[src/osset_pkg.sv]
package osset_pkg;

    // field widths fixed by the command and result formats
    localparam int KEY_W  = 32;
    localparam int RANK_W = 7;
    localparam int CMD_W  = 2;
    localparam int STAT_W = 2;
    localparam int CNT_W  = 7;

    // command codes
    localparam logic [CMD_W-1:0] CMD_INSERT = 2'd0;
    localparam logic [CMD_W-1:0] CMD_DELETE = 2'd1;
    localparam logic [CMD_W-1:0] CMD_QUERY  = 2'd2;

    // result status codes
    localparam logic [STAT_W-1:0] STAT_DONE     = 2'd0;
    localparam logic [STAT_W-1:0] STAT_NOCHANGE = 2'd1;
    localparam logic [STAT_W-1:0] STAT_FULL     = 2'd2;
    localparam logic [STAT_W-1:0] STAT_RANGE    = 2'd3;

    // commands from the controller to the datapath
    typedef struct packed {
        logic start;       // latch the command, open the search window
        logic rd_mid;      // read the middle entry of the window
        logic cmp_mid;     // narrow the window from the read data
        logic rd_probe;    // read the entry at the found position or rank
        logic cap_data;    // capture the probed entry
        logic shift_init;  // load the shift pointer
        logic shift_step;  // move one entry
        logic finish;      // commit and load the result register
    } dp_cmd_t;

    // status from the datapath to the controller
    typedef struct packed {
        logic [CMD_W-1:0] op;
        logic             search_done;
        logic             present;
        logic             full;
        logic             shift_needed;
        logic             shift_last;
        logic             out_free;
    } dp_stat_t;

endpackage

[src/order_statistic_set_unit.sv]
// order statistic set: a sorted set of distinct signed 32-bit keys
//
// input channel (s_): one command per transfer, s_tuser holds the command
// code (insert, delete, query k-th smallest), s_tdata holds key and rank.
// result channel (m_): exactly one result per command with status, the
// key found by a successful query (else zero) and the entry count after
// the command.
//
// keys sit in ascending order in a single-port-write, registered-read
// memory of CAPACITY words. insert and delete run a binary search (a
// middle read, then a narrowing per halving step), then shift the tail
// one entry per cycle. with n keys held and p the found position:
//   query          no search; an unused command code goes straight to commit
//   insert/delete  at most ceil(log2(n+1)) search steps,
//                  then n - p entries moved by insert,
//                  n - p - 1 by delete
// one command is worked on at a time; s_tready is high only when idle.
// the result waits in an output register: a stalled receiver holds the
// block in its commit step until m_tready frees the register.
// reset clears the set (entry count zero) and drops any pending result;
// the key memory itself is not cleared.
module order_statistic_set_unit #(
    parameter int CAPACITY = 64
) (
    input  logic        aclk,
    input  logic        aresetn,
    input  logic        s_tvalid,
    output logic        s_tready,
    input  logic [39:0] s_tdata,   // key[31:0], rank[38:32], zero pad
    input  logic [1:0]  s_tuser,   // cmd[1:0]
    output logic        m_tvalid,
    input  logic        m_tready,
    output logic [47:0] m_tdata    // status[1:0], kth_key[33:2], entry_count[40:34], zero pad
);

    osset_pkg::dp_cmd_t  cmd;
    osset_pkg::dp_stat_t stat;

    logic [osset_pkg::STAT_W-1:0]       out_status;
    logic signed [osset_pkg::KEY_W-1:0] out_key;
    logic [osset_pkg::CNT_W-1:0]        out_count;

    // sequencer
    osset_ctrl u_ctrl (
        .aclk     (aclk),
        .aresetn  (aresetn),
        .s_tvalid (s_tvalid),
        .s_tready (s_tready),
        .stat     (stat),
        .cmd      (cmd)
    );

    // key store, search and result register
    osset_dp #(
        .CAPACITY (CAPACITY)
    ) u_dp (
        .aclk       (aclk),
        .aresetn    (aresetn),
        .in_cmd     (s_tuser),
        .in_key     ($signed(s_tdata[31:0])),
        .in_rank    (s_tdata[38:32]),
        .cmd        (cmd),
        .stat       (stat),
        .m_tready   (m_tready),
        .m_tvalid   (m_tvalid),
        .out_status (out_status),
        .out_key    (out_key),
        .out_count  (out_count)
    );

    // pack result fields, lowest first
    assign m_tdata = {7'd0, out_count, out_key, out_status};

endmodule

[src/osset_ctrl.sv]
module osset_ctrl (
    input  logic                aclk,
    input  logic                aresetn,
    input  logic                s_tvalid,
    output logic                s_tready,
    input  osset_pkg::dp_stat_t stat,
    output osset_pkg::dp_cmd_t  cmd
);

    typedef enum logic [3:0] {
        ST_IDLE,
        ST_SRCH,
        ST_SWAIT,
        ST_PROBE,
        ST_PWAIT,
        ST_DECIDE,
        ST_SHIFT,
        ST_DRAIN,
        ST_FIN
    } state_t;

    state_t state_reg;
    state_t state_next;

    assign s_tready = (state_reg == ST_IDLE);

    // next state and datapath commands
    always_comb begin
        cmd        = '0;
        state_next = state_reg;
        case (state_reg)
            ST_IDLE: begin
                if (s_tvalid) begin
                    cmd.start  = 1'b1;
                    state_next = ST_SRCH;
                end
            end
            ST_SRCH: begin
                if (stat.op == osset_pkg::CMD_QUERY) begin
                    state_next = ST_PROBE;
                end else if (stat.op != osset_pkg::CMD_INSERT &&
                             stat.op != osset_pkg::CMD_DELETE) begin
                    state_next = ST_FIN;
                end else if (stat.search_done) begin
                    state_next = ST_PROBE;
                end else begin
                    cmd.rd_mid = 1'b1;
                    state_next = ST_SWAIT;
                end
            end
            ST_SWAIT: begin
                cmd.cmp_mid = 1'b1;
                state_next  = ST_SRCH;
            end
            ST_PROBE: begin
                cmd.rd_probe = 1'b1;
                state_next   = ST_PWAIT;
            end
            ST_PWAIT: begin
                cmd.cap_data = 1'b1;
                state_next   = ST_DECIDE;
            end
            ST_DECIDE: begin
                if (stat.op == osset_pkg::CMD_INSERT && !stat.present &&
                    !stat.full && stat.shift_needed) begin
                    cmd.shift_init = 1'b1;
                    state_next     = ST_SHIFT;
                end else if (stat.op == osset_pkg::CMD_DELETE && stat.present &&
                             stat.shift_needed) begin
                    cmd.shift_init = 1'b1;
                    state_next     = ST_SHIFT;
                end else begin
                    state_next = ST_FIN;
                end
            end
            ST_SHIFT: begin
                cmd.shift_step = 1'b1;
                if (stat.shift_last) begin
                    state_next = ST_DRAIN;
                end
            end
            ST_DRAIN: begin
                // last moved entry is written in this cycle
                state_next = ST_FIN;
            end
            ST_FIN: begin
                if (stat.out_free) begin
                    cmd.finish = 1'b1;
                    state_next = ST_IDLE;
                end
            end
            default: begin
                state_next = ST_IDLE;
            end
        endcase
    end

    // state register
    always_ff @(posedge aclk) begin
        if (!aresetn) begin
            state_reg <= ST_IDLE;
        end else begin
            state_reg <= state_next;
        end
    end

endmodule

[src/osset_dp.sv]
module osset_dp #(
    parameter int CAPACITY = 64
) (
    input  logic                                aclk,
    input  logic                                aresetn,
    input  logic [osset_pkg::CMD_W-1:0]         in_cmd,
    input  logic signed [osset_pkg::KEY_W-1:0]  in_key,
    input  logic [osset_pkg::RANK_W-1:0]        in_rank,
    input  osset_pkg::dp_cmd_t                  cmd,
    output osset_pkg::dp_stat_t                 stat,
    input  logic                                m_tready,
    output logic                                m_tvalid,
    output logic [osset_pkg::STAT_W-1:0]        out_status,
    output logic signed [osset_pkg::KEY_W-1:0]  out_key,
    output logic [osset_pkg::CNT_W-1:0]         out_count
);

    localparam int AW = (CAPACITY > 1) ? $clog2(CAPACITY) : 1;
    localparam int CW = $clog2(CAPACITY + 1);
    localparam int MW = (CW > osset_pkg::RANK_W) ? CW : osset_pkg::RANK_W;

    // key store, read data registered
    logic [osset_pkg::KEY_W-1:0] mem [CAPACITY];
    logic [osset_pkg::KEY_W-1:0] rd_q;
    logic [AW-1:0]               rd_addr;
    logic                        wr_en;
    logic [AW-1:0]               wr_addr;
    logic [osset_pkg::KEY_W-1:0] wr_data;

    logic [osset_pkg::CMD_W-1:0]        op_reg;
    logic signed [osset_pkg::KEY_W-1:0] key_reg;
    logic [osset_pkg::RANK_W-1:0]       rank_reg;
    logic [CW-1:0]                      lo_reg;
    logic [CW-1:0]                      hi_reg;
    logic [CW-1:0]                      count_reg;
    logic [osset_pkg::KEY_W-1:0]        data_reg;
    logic [AW-1:0]                      ptr_reg;
    logic                               move_v_reg;
    logic [AW-1:0]                      move_dst_reg;

    logic                               m_valid_reg;
    logic [osset_pkg::STAT_W-1:0]       m_status_reg;
    logic signed [osset_pkg::KEY_W-1:0] m_key_reg;
    logic [osset_pkg::CNT_W-1:0]        m_count_reg;

    logic [CW-1:0]                      mid;
    logic                               present;
    logic                               full;
    logic                               range_bad;
    logic                               ins_ok;
    logic                               is_ins;
    logic [osset_pkg::STAT_W-1:0]       res_status;
    logic signed [osset_pkg::KEY_W-1:0] res_key;
    logic [CW-1:0]                      count_new;

    // search window midpoint and item checks
    assign mid       = lo_reg + ((hi_reg - lo_reg) >> 1);
    assign is_ins    = (op_reg == osset_pkg::CMD_INSERT);
    assign present   = (lo_reg < count_reg) && (data_reg == key_reg);
    assign full      = (count_reg >= CW'(CAPACITY));
    assign range_bad = (rank_reg == '0) || (MW'(rank_reg) > MW'(count_reg));
    assign ins_ok    = !present && !full;

    // status to the controller
    always_comb begin
        stat.op          = op_reg;
        stat.search_done = (lo_reg == hi_reg);
        stat.present     = present;
        stat.full        = full;
        stat.shift_needed = is_ins ? (lo_reg < count_reg)
                                   : ((lo_reg + CW'(1)) < count_reg);
        stat.shift_last  = is_ins ? (ptr_reg == AW'(lo_reg))
                                  : (ptr_reg == AW'(count_reg - CW'(1)));
        stat.out_free    = !m_valid_reg || m_tready;
    end

    // result of the command
    always_comb begin
        res_status = osset_pkg::STAT_NOCHANGE;
        res_key    = '0;
        count_new  = count_reg;
        case (op_reg)
            osset_pkg::CMD_INSERT: begin
                if (present) begin
                    res_status = osset_pkg::STAT_NOCHANGE;
                end else if (full) begin
                    res_status = osset_pkg::STAT_FULL;
                end else begin
                    res_status = osset_pkg::STAT_DONE;
                    count_new  = count_reg + CW'(1);
                end
            end
            osset_pkg::CMD_DELETE: begin
                if (present) begin
                    res_status = osset_pkg::STAT_DONE;
                    count_new  = count_reg - CW'(1);
                end
            end
            osset_pkg::CMD_QUERY: begin
                if (range_bad) begin
                    res_status = osset_pkg::STAT_RANGE;
                end else begin
                    res_status = osset_pkg::STAT_DONE;
                    res_key    = data_reg;
                end
            end
            default: begin
                res_status = osset_pkg::STAT_NOCHANGE;
            end
        endcase
    end

    // read address select
    always_comb begin
        rd_addr = ptr_reg;
        if (cmd.rd_mid) begin
            rd_addr = AW'(mid);
        end else if (cmd.rd_probe) begin
            if (op_reg == osset_pkg::CMD_QUERY) begin
                rd_addr = AW'(rank_reg - osset_pkg::RANK_W'(1));
            end else begin
                rd_addr = AW'(lo_reg);
            end
        end
    end

    // write port: moved entry, or new key on insert commit
    always_comb begin
        wr_en   = 1'b0;
        wr_addr = move_dst_reg;
        wr_data = rd_q;
        if (move_v_reg) begin
            wr_en = 1'b1;
        end else if (cmd.finish && is_ins && ins_ok) begin
            wr_en   = 1'b1;
            wr_addr = AW'(lo_reg);
            wr_data = key_reg;
        end
    end

    // key store
    always_ff @(posedge aclk) begin
        if (wr_en) begin
            mem[wr_addr] <= wr_data;
        end
        rd_q <= mem[rd_addr];
    end

    // search, probe and shift registers
    always_ff @(posedge aclk) begin
        if (cmd.start) begin
            op_reg   <= in_cmd;
            key_reg  <= in_key;
            rank_reg <= in_rank;
            lo_reg   <= '0;
            hi_reg   <= count_reg;
        end
        if (cmd.cmp_mid) begin
            if ($signed(rd_q) < key_reg) begin
                lo_reg <= mid + CW'(1);
            end else begin
                hi_reg <= mid;
            end
        end
        if (cmd.cap_data) begin
            data_reg <= rd_q;
        end
        if (cmd.shift_init) begin
            ptr_reg <= is_ins ? AW'(count_reg - CW'(1)) : AW'(lo_reg + CW'(1));
        end else if (cmd.shift_step) begin
            ptr_reg <= is_ins ? (ptr_reg - AW'(1)) : (ptr_reg + AW'(1));
        end
        move_dst_reg <= is_ins ? (ptr_reg + AW'(1)) : (ptr_reg - AW'(1));
        if (cmd.finish) begin
            m_status_reg <= res_status;
            m_key_reg    <= res_key;
            m_count_reg  <= osset_pkg::CNT_W'(count_new);
        end
    end

    // control registers
    always_ff @(posedge aclk) begin
        if (!aresetn) begin
            count_reg   <= '0;
            move_v_reg  <= 1'b0;
            m_valid_reg <= 1'b0;
        end else begin
            move_v_reg <= cmd.shift_step;
            if (cmd.finish) begin
                count_reg   <= count_new;
                m_valid_reg <= 1'b1;
            end else if (m_tready) begin
                m_valid_reg <= 1'b0;
            end
        end
    end

    assign m_tvalid   = m_valid_reg;
    assign out_status = m_status_reg;
    assign out_key    = m_key_reg;
    assign out_count  = m_count_reg;

`ifndef SYNTH
    // set never grows past its capacity
    a_count_bound: assert property (@(posedge aclk) disable iff (!aresetn)
        count_reg <= CW'(CAPACITY))
        else $error("entry count above capacity");

    // search window stays ordered and inside the set
    a_window: assert property (@(posedge aclk) disable iff (!aresetn)
        cmd.cmp_mid |-> (lo_reg < hi_reg) && (hi_reg <= count_reg))
        else $error("search window out of order");

    // a moved entry and the inserted key never share the write port
    a_wr_conflict: assert property (@(posedge aclk) disable iff (!aresetn)
        !(move_v_reg && cmd.finish))
        else $error("write port conflict");

    // commit only into a free result register, which then holds a result
    a_commit: assert property (@(posedge aclk) disable iff (!aresetn)
        cmd.finish |-> (!m_valid_reg || m_tready) ##1 m_valid_reg)
        else $error("result register overrun");

    // count changes by at most one and only on commit
    a_count_step: assert property (@(posedge aclk) disable iff (!aresetn)
        !cmd.finish |=> $stable(count_reg))
        else $error("entry count changed outside commit");
`endif

endmodule
[config.mk]
export PLATFORM = sky130hd
export DESIGN_NAME = order_statistic_set_unit
export DESIGN_NICKNAME = d
export VERILOG_FILES = /design/src/osset_pkg.sv /design/src/order_statistic_set_unit.sv /design/src/osset_ctrl.sv /design/src/osset_dp.sv
export SDC_FILE = /design/constraint.sdc
export NUM_CORES = 2
export LEC_CHECK = 0
export BUFFER_PORTS_ARGS = -buffer_cell sky130_fd_sc_hd__buf_2
export CAP_MARGIN = 20
export CELL_PAD_IN_SITES_DETAIL_PLACEMENT = 1
export CELL_PAD_IN_SITES_GLOBAL_PLACEMENT = 2
export CORE_ASPECT_RATIO = 1.4
export CORE_UTILIZATION = 41
export DETAILED_ROUTE_END_ITERATION = 16
export MAX_ROUTING_LAYER = met4
export PLACE_DENSITY = 0.68
export SLEW_MARGIN = 20
export SYNTH_ARGS = -nofsm -noshare
export SYNTH_HDL_FRONTEND = slang
export SYNTH_SLANG_ARGS = --single-unit
[constraint.sdc]
create_clock -name aclk -period 6.52 [get_ports aclk]
set_input_delay 1.304 -clock aclk [delete_from_list [all_inputs] [get_ports aclk]]
set_output_delay 1.304 -clock aclk [all_outputs]
set_load 0.02 [all_outputs]
; Word level (Yosys, flattened, before mapping)
; Memory sizes are Yosys's and may differ from the RTL's. A register that Yosys moved wholly into a read port is not among the register bits.
; Index checks and enable logic that the tools add are counted.
; Widths: inputs -> output; s select.
[totals]
n_memories = 1
regBits = 153
ram_bits = 2048
in_bits = 46
output_inout_bits = 50
wordCells = 131
[mem_list]
columns = name, words, width, rd, rd_clocked_by_memory_dff, wr, line
row1 = u_dp.mem, 64, 32, 1, 1, 1, osset_dp.sv:23  ; logic [osset_pkg::KEY_W-1:0] mem [CAPACITY];
[op_classes]
add_sub_neg = 9
reduce_logical = 23
n_lt_le_gt_ge = 5
n_mux = 59
bitwise_logic = 1
eq_ne = 18
[op_table]
columns = cell, n
row1 = $mux 32, 2
row2 = $mux 7, 9
row3 = $mux 6, 10
row4 = $pmux 4 s9, 1
row5 = $eq 32x32->1, 1
row6 = $lt 32x32->1, 1
row7 = $mux 4, 7
row8 = $mux 1, 25
row9 = $add 7x1->7 const B, 3
row10 = $eq 4x3->1 const B, 4
row11 = $lt 7x7->1, 2
row12 = $pmux 7 s2, 1
row13 = $eq 6x6->1, 2
row14 = $sub 6x1->6 const B, 2
row15 = $logic_and 1x1->1, 10
row16 = $eq 4x2->1 const B, 2
row17 = $add 7x6->7, 1
row18 = $eq 7x7->1, 1
row19 = $ge 7x7->1 const B, 1
row20 = $gt 7x7->1, 1
row21 = $logic_not 7->1, 1
row22 = $sub 7x1->7 const B, 1
row23 = $sub 7x7->7, 1
row24 = $add 6x1->6 const B, 1
row25 = 16 further kinds, 25

; Depth between registers and ports, before layout
[logic_depth]
depth_word = 10
ltp_mapped = 21
ltp_nobuf = 19

; Modules after synthesis
; From an unflattened synthesis, not the netlist that was laid out.
[hier_totals]
hier_cells = 4237
area_unflattened_um2 = 87480.2
[modules_own_cells]
columns = mod, instances, cells_each, area_per_inst_um2, seq_area_each_um2
row1 = osset_dp, 1, 4181, 87013.5, 66323.6
row2 = osset_ctrl, 1, 48, 410.4, 80.1
row3 = order_statistic_set_unit, 1, 8, 56.3, 0.0

; Worst setup path before layout
; Ideal clock, no wire load.
[synth_timing]
path_kind = in2reg
from = in m_tready
to = mem u_dp.mem[63][0] (netlist bit), enable pin
arrival_ns = 5.065
n_path_buf = 2
required_time_ns = 6.059
setup_slack_ns = 0.994
path_stages = 8
setup_ns = 0.461
path_cell_list = nand2b_1 nand2b_1 nor3_1 and3_1 buf_2 buf_2 mux2_1 nor3_1
[synth_via]
elab_chain_len = 9
elab_cells_between_ends = 11
classes_between = mux: 8 / reduce/logical: 3
[synth_lines]
columns = item, line
row1 = start: declaration, order_statistic_set_unit.sv:32  ; input logic m_tready,
row2 = $logic_or 1x1->1 *, osset_dp.sv:74  ; stat.out_free = !m_valid_reg || m_tready;
row3 = $mux 1 *, osset_ctrl.sv:87  ; if (stat.out_free) begin
row4 = $mux 1 *, osset_ctrl.sv:31  ; case (state_reg)
row5 = $logic_and 1x1->1 * (2 in series), osset_dp.sv:134  ; end else if (cmd.finish && is_ins && ins_ok) begin
row6 = $mux 1, osset_dp.sv:134
row7 = $mux 1, osset_dp.sv:132  ; if (move_v_reg) begin
row8 = $mux 1, osset_dp.sv:143  ; if (wr_en) begin
row9 = $mux 1 (implied by the code), osset_dp.sv:144  ; mem[wr_addr] <= wr_data;
row10 = end: declaration, osset_dp.sv:23
; Mark *: on every way between the ends. The rest lies on a longest branch, timed or not.

; Worst setup path in the final report
[layout_timing]
from = reg u_dp.hi_reg[0]
to = reg u_dp.rd_q[6] (netlist bit) (read register of u_dp.mem)
[layout_via]
elab_chain_len = 6
elab_cells_between_ends = 8
classes_between = add/sub: 2 / eq/ne: 1 / mux: 5
[layout_lines]
columns = item, line
row1 = start: declaration, osset_dp.sv:34  ; logic [CW-1:0] hi_reg;
row2 = start signal: assignment, osset_dp.sv:156  ; hi_reg <= count_reg;
row3 = start signal: assignment, osset_dp.sv:162  ; hi_reg <= mid;
row4 = branches (longest 5 deep; another with $sub 7x7->7), -
row5 = $mux 6 *, osset_dp.sv:116  ; if (cmd.rd_mid) begin
row6 = end: declaration, osset_dp.sv:24  ; logic [osset_pkg::KEY_W-1:0] rd_q;
; Every way passes the cells marked *.
; A chain may end at the register's enable or synchronous reset.

==> metrics.md <==
| Metric | Value |
|---|---|
| Status | `complete, no violations` |
| Pin count of the biggest net entering global routing | `about 130` |
| Worst Hold End | `u_dp.hi_reg[3]` |
| Post_cts resized | `0` |
| WP buf/inv | `2` |
| Synthesized instance count | `~6400` |
| Worst vdd ir | `0.2496 mV` |
| Final core utilization | `46.96%` |
| Hold buffers post-CTS | `0` |
| # setup viols final | `0` |
| First DRT Iteration DRCs | `just under 5000` |
| Final Cell Area | `102500 µm²` |
| Total CTS buffers | `218` |
| Final period utilization | `88.10%` |
| FF-to-FF setup slack | `0.78 ns` |
| Hold Crit Class | `register to register` |
| Initial antenna violation count | `24` |
| Clock sink count | `2233` |
| Crit-path slowest cell | `nor4_1` |
| Worst setup SP type | `register` |
| GRT Total Usage | `a little over a quarter` |
| Leakage | `34.21 nW` |
| Vias in the first global route | `58790` |
| WL met2 | `155.4 mm` |
| CTS clk-pin slew, worst paths | `0.07 ns` |
| Core area | `between 200000 and 250000 µm²` |
| Family with the most delay on the worst path | `simple AND/OR/NAND/NOR gates` |
| Num rows | `203` |
| Top Metal Used | `met4` |
| Count of final max-slew check failures | `0` |
| Metal-1 WL | `115.3 mm` |
| PwrDens | `439.8 nW/µm²` |
| Fin nets | `around 6700` |
| Setup CP Type | `register to register` |
| Drt via density | `approximately 6.0` |
| Max FFs per register | `2048` |
| Worst EP required | `~7.3 ns` |
| Setup bufs post-CTS | `0` |
| H-tree lvl count | `4` |
| Top FF cell, synth | `edfxtp_1` |
| Critical R2R Launch | `u_dp.hi_reg[0]` |
| Post-synth EDFFs | `approximately 2200` |
| Max-cap check violation count | `0` |
| Drt pass-1 iters | `5` |
| Syn_area_per_cell | `between 10 and 15 µm²` |
| Final Critical Period | `5.744 ns` |
| Clock Tree Buf Depth | `4` |
| Area Growth Syn to Fin | `13.92%` |
| RSZ-0062 raised after global routing | `false` |
| Initial Util | `approximately 40%` |
| Crit. Startpoint | `u_dp.hi_reg[0]` |
| Actual slew at the worst max-slew pin | `roughly 1.2 ns` |
| DRC viols | `0` |
| Seq cells post-synth | `2233` |
| Io pins | `96` |
| WHS Path Cells | `2` |
| Clk Tree Root Cell | `clkbuf_16` |
| Met3 wire len | `about 13 mm` |
| Total wire length | `295.8 mm` |
| Routed length per instance | `30.77 µm` |
| DP Area | `95960 µm²` |
| Clock Skew | `0.04589 ns` |
| Crit path cell chain | `inv_1 > ha_1 > inv_1 > fa_1 > a21o_1 > a21oi_1 > o21bai_1 > a21oi_1 > xor2_1 > ha_1 > or3b_2 > o221ai_1 > or3b_2 > nor2_1 > or2_2 > nand2_2 > o22ai_1 > nor4_1 > and3_1` |
| HP Start | `u_dp.hi_reg[3]` |
| Crit path largest cell delay | `1.03 ns` |
| PortBufs | `87` |
| TritonCTS clock tree | `built` |
| Largest Register | `u_dp.mem` |
| RePlAce Congestion | `0.8529` |
| Reg2reg end | `u_dp.rd_q[6]` |
| Register area share after synthesis | `73.84%` |
| ANT nets after route | `0` |
| Worst setup EP type | `register` |
| Vias | `57370` |
| DIE AREA | `~220000 µm²` |
| Slew headroom | `between 10% and 20%` |
| Yosys Warn Count | `0` |
| GRT overflow | `0` |
| Count of cell types in the netlist | `77` |
| Worst-path fanout max | `17` |
| Fin. Hold Viols | `0` |
| TNS Setup | `0 ns` |
| First-pass GRT wire length | `~420 mm` |
| Clk_lat worst skew | `0.87 ns` |
| CP Data Arrival Time | `6.53 ns` |
| Height of the chip | `556.2 µm` |
| Layout cell share with drive strength beyond 1 | `13.07%` |
| Max frequency | `roughly 170 MHz` |
| Post-synth ARST share | `0%` |
| DP HPWL | `179.2 mm` |
| Reg2Reg Depth | `19` |
| Die X-Extent | `between 300 and 400 µm` |
| Mapped Area | `89940 µm²` |
[worst reg2reg max path: cells and delay by family, from the launching register on]
| kind | cells | cell delay [ns] |
|---|---|---|
| xor gates and xnor gates | 1 | 0.09 |
| DFF | 1 | 0.32 |
| AOI/OAI and AO/OA | 6 | 0.99 |
| buffers and inverters | 2 | 0.11 |
| adders and majority gates | 3 | 0.90 |
| and+or+nand+nor | 7 | 3.29 |
[cell usage in the layout, fill, tap and decap left out, drive strengths merged, types with 13 or more instances in the layout]
cell type	instances
dfxtp	65
xnor2	24
clkbuf	281
clkinv	96
nor2	111
o22ai	260
nand2	1217
a211oi	263
nor4	45
nand4	17
a21o	22
and3	326
edfxtp	2168
nand3	18
a31oi	269
mux2i	85
ha	70
o21ai	33
nor3	20
xor2	53
or2	13
a221oi	64
a32oi	193
buf	440
a21oi	363
mux2	41
inv	62
[worst max path at each step]
stage | to | cells past startpoint
detailed placement | u_dp.rd_q[6] | 19
finish | u_dp.rd_q[6] | 19
global route | u_dp.rd_q[6] | 19
CTS | u_dp.rd_q[6] | 19
global placement | u_dp.rd_q[6] | 19
floorplan | u_dp.mem[63][0] | 8
[synth_stat cells (14+ instances only)]
master	count	share of area, %
edfxtp_1	2168	72
nand2_1	1216	5.1
a21oi_1	363	2.0
and3_1	326	2.3
a31oi_1	269	1.9
a211oi_1	263	2.2
o22ai_1	260	1.8
clkbuf_1	232	0.97
buf_2	204	1.1
a32oi_1	193	1.9
nor2_1	110	0.46
mux2i_1	84	0.93
ha_1	70	0.97
dfxtp_1	65	1.4
a221oi_1	64	0.62
inv_1	59	0.25
xor2_1	53	0.52
nor4_1	45	0.31
mux2_2	40	0.50
o21ai_0	32	0.18
buf_4	26	0.22
xnor2_1	24	0.23
a21o_1	22	0.18
nor3_1	20	0.11
nand3_1	18	0.10
nand4_1	17	0.12
buf_1	14	0.058
[area by class of cell]
type                    count  area, µm²
diodes                     10      25.02
clock buffers             281       5826
clock inverters           105      650.6
fillers                 21390     115700
inverters                  62      234.0
multi-input cells        3613      21740
flip-flops and latches   2233      66400
well taps                2870       3591
repair buffers            440       3986
[logic make-up after synthesis]
group           count (synthesis)  synth area share (%)
compound gates               1518                 11.29
xor+xnor                       77                0.7499
fa+ha+maj                      72                 1.018
buf+inv                       541                 2.675
flops                        2233                 73.84
mux                           126                 1.464
other cells                     1              0.004170
simple gates                 1813                 8.965
[power by group]
| part | total [mW] | switching (mW) | internal [mW] |
|---|---|---|---|
| clock network | 11.9 | 5.37 | 6.50 |
| logic | 14.7 | 10.3 | 4.41 |
| registers | 18.5 | 0.471 | 18.0 |
[through the flow]
stage | hold WS [ns] | worst slack (ns) | instances | power, mW
after detailed placement | 0.5368 | 0.9464 | 9218 | 33.49
after global placement | 0.5160 | 0.9898 | 9218 | 33.08
after floorplan | 0.4176 | 0.9943 | 6387 | 26.81
final | 0.5513 | 0.7758 | 9614 | 45.06
after CTS | 0.5481 | 0.9252 | 9604 | 45.30
after global routing | 0.5546 | 0.6498 | 9609 | 46.70
[metal layers]
metal  up-vias  track usage (%)
met5         -                -
met4         0            11.16
met3       517            2.603
met2      1595            47.42
met1     30200            31.69
li1      25060                -
No activity file was read; power rests on OpenSTA's default activity.
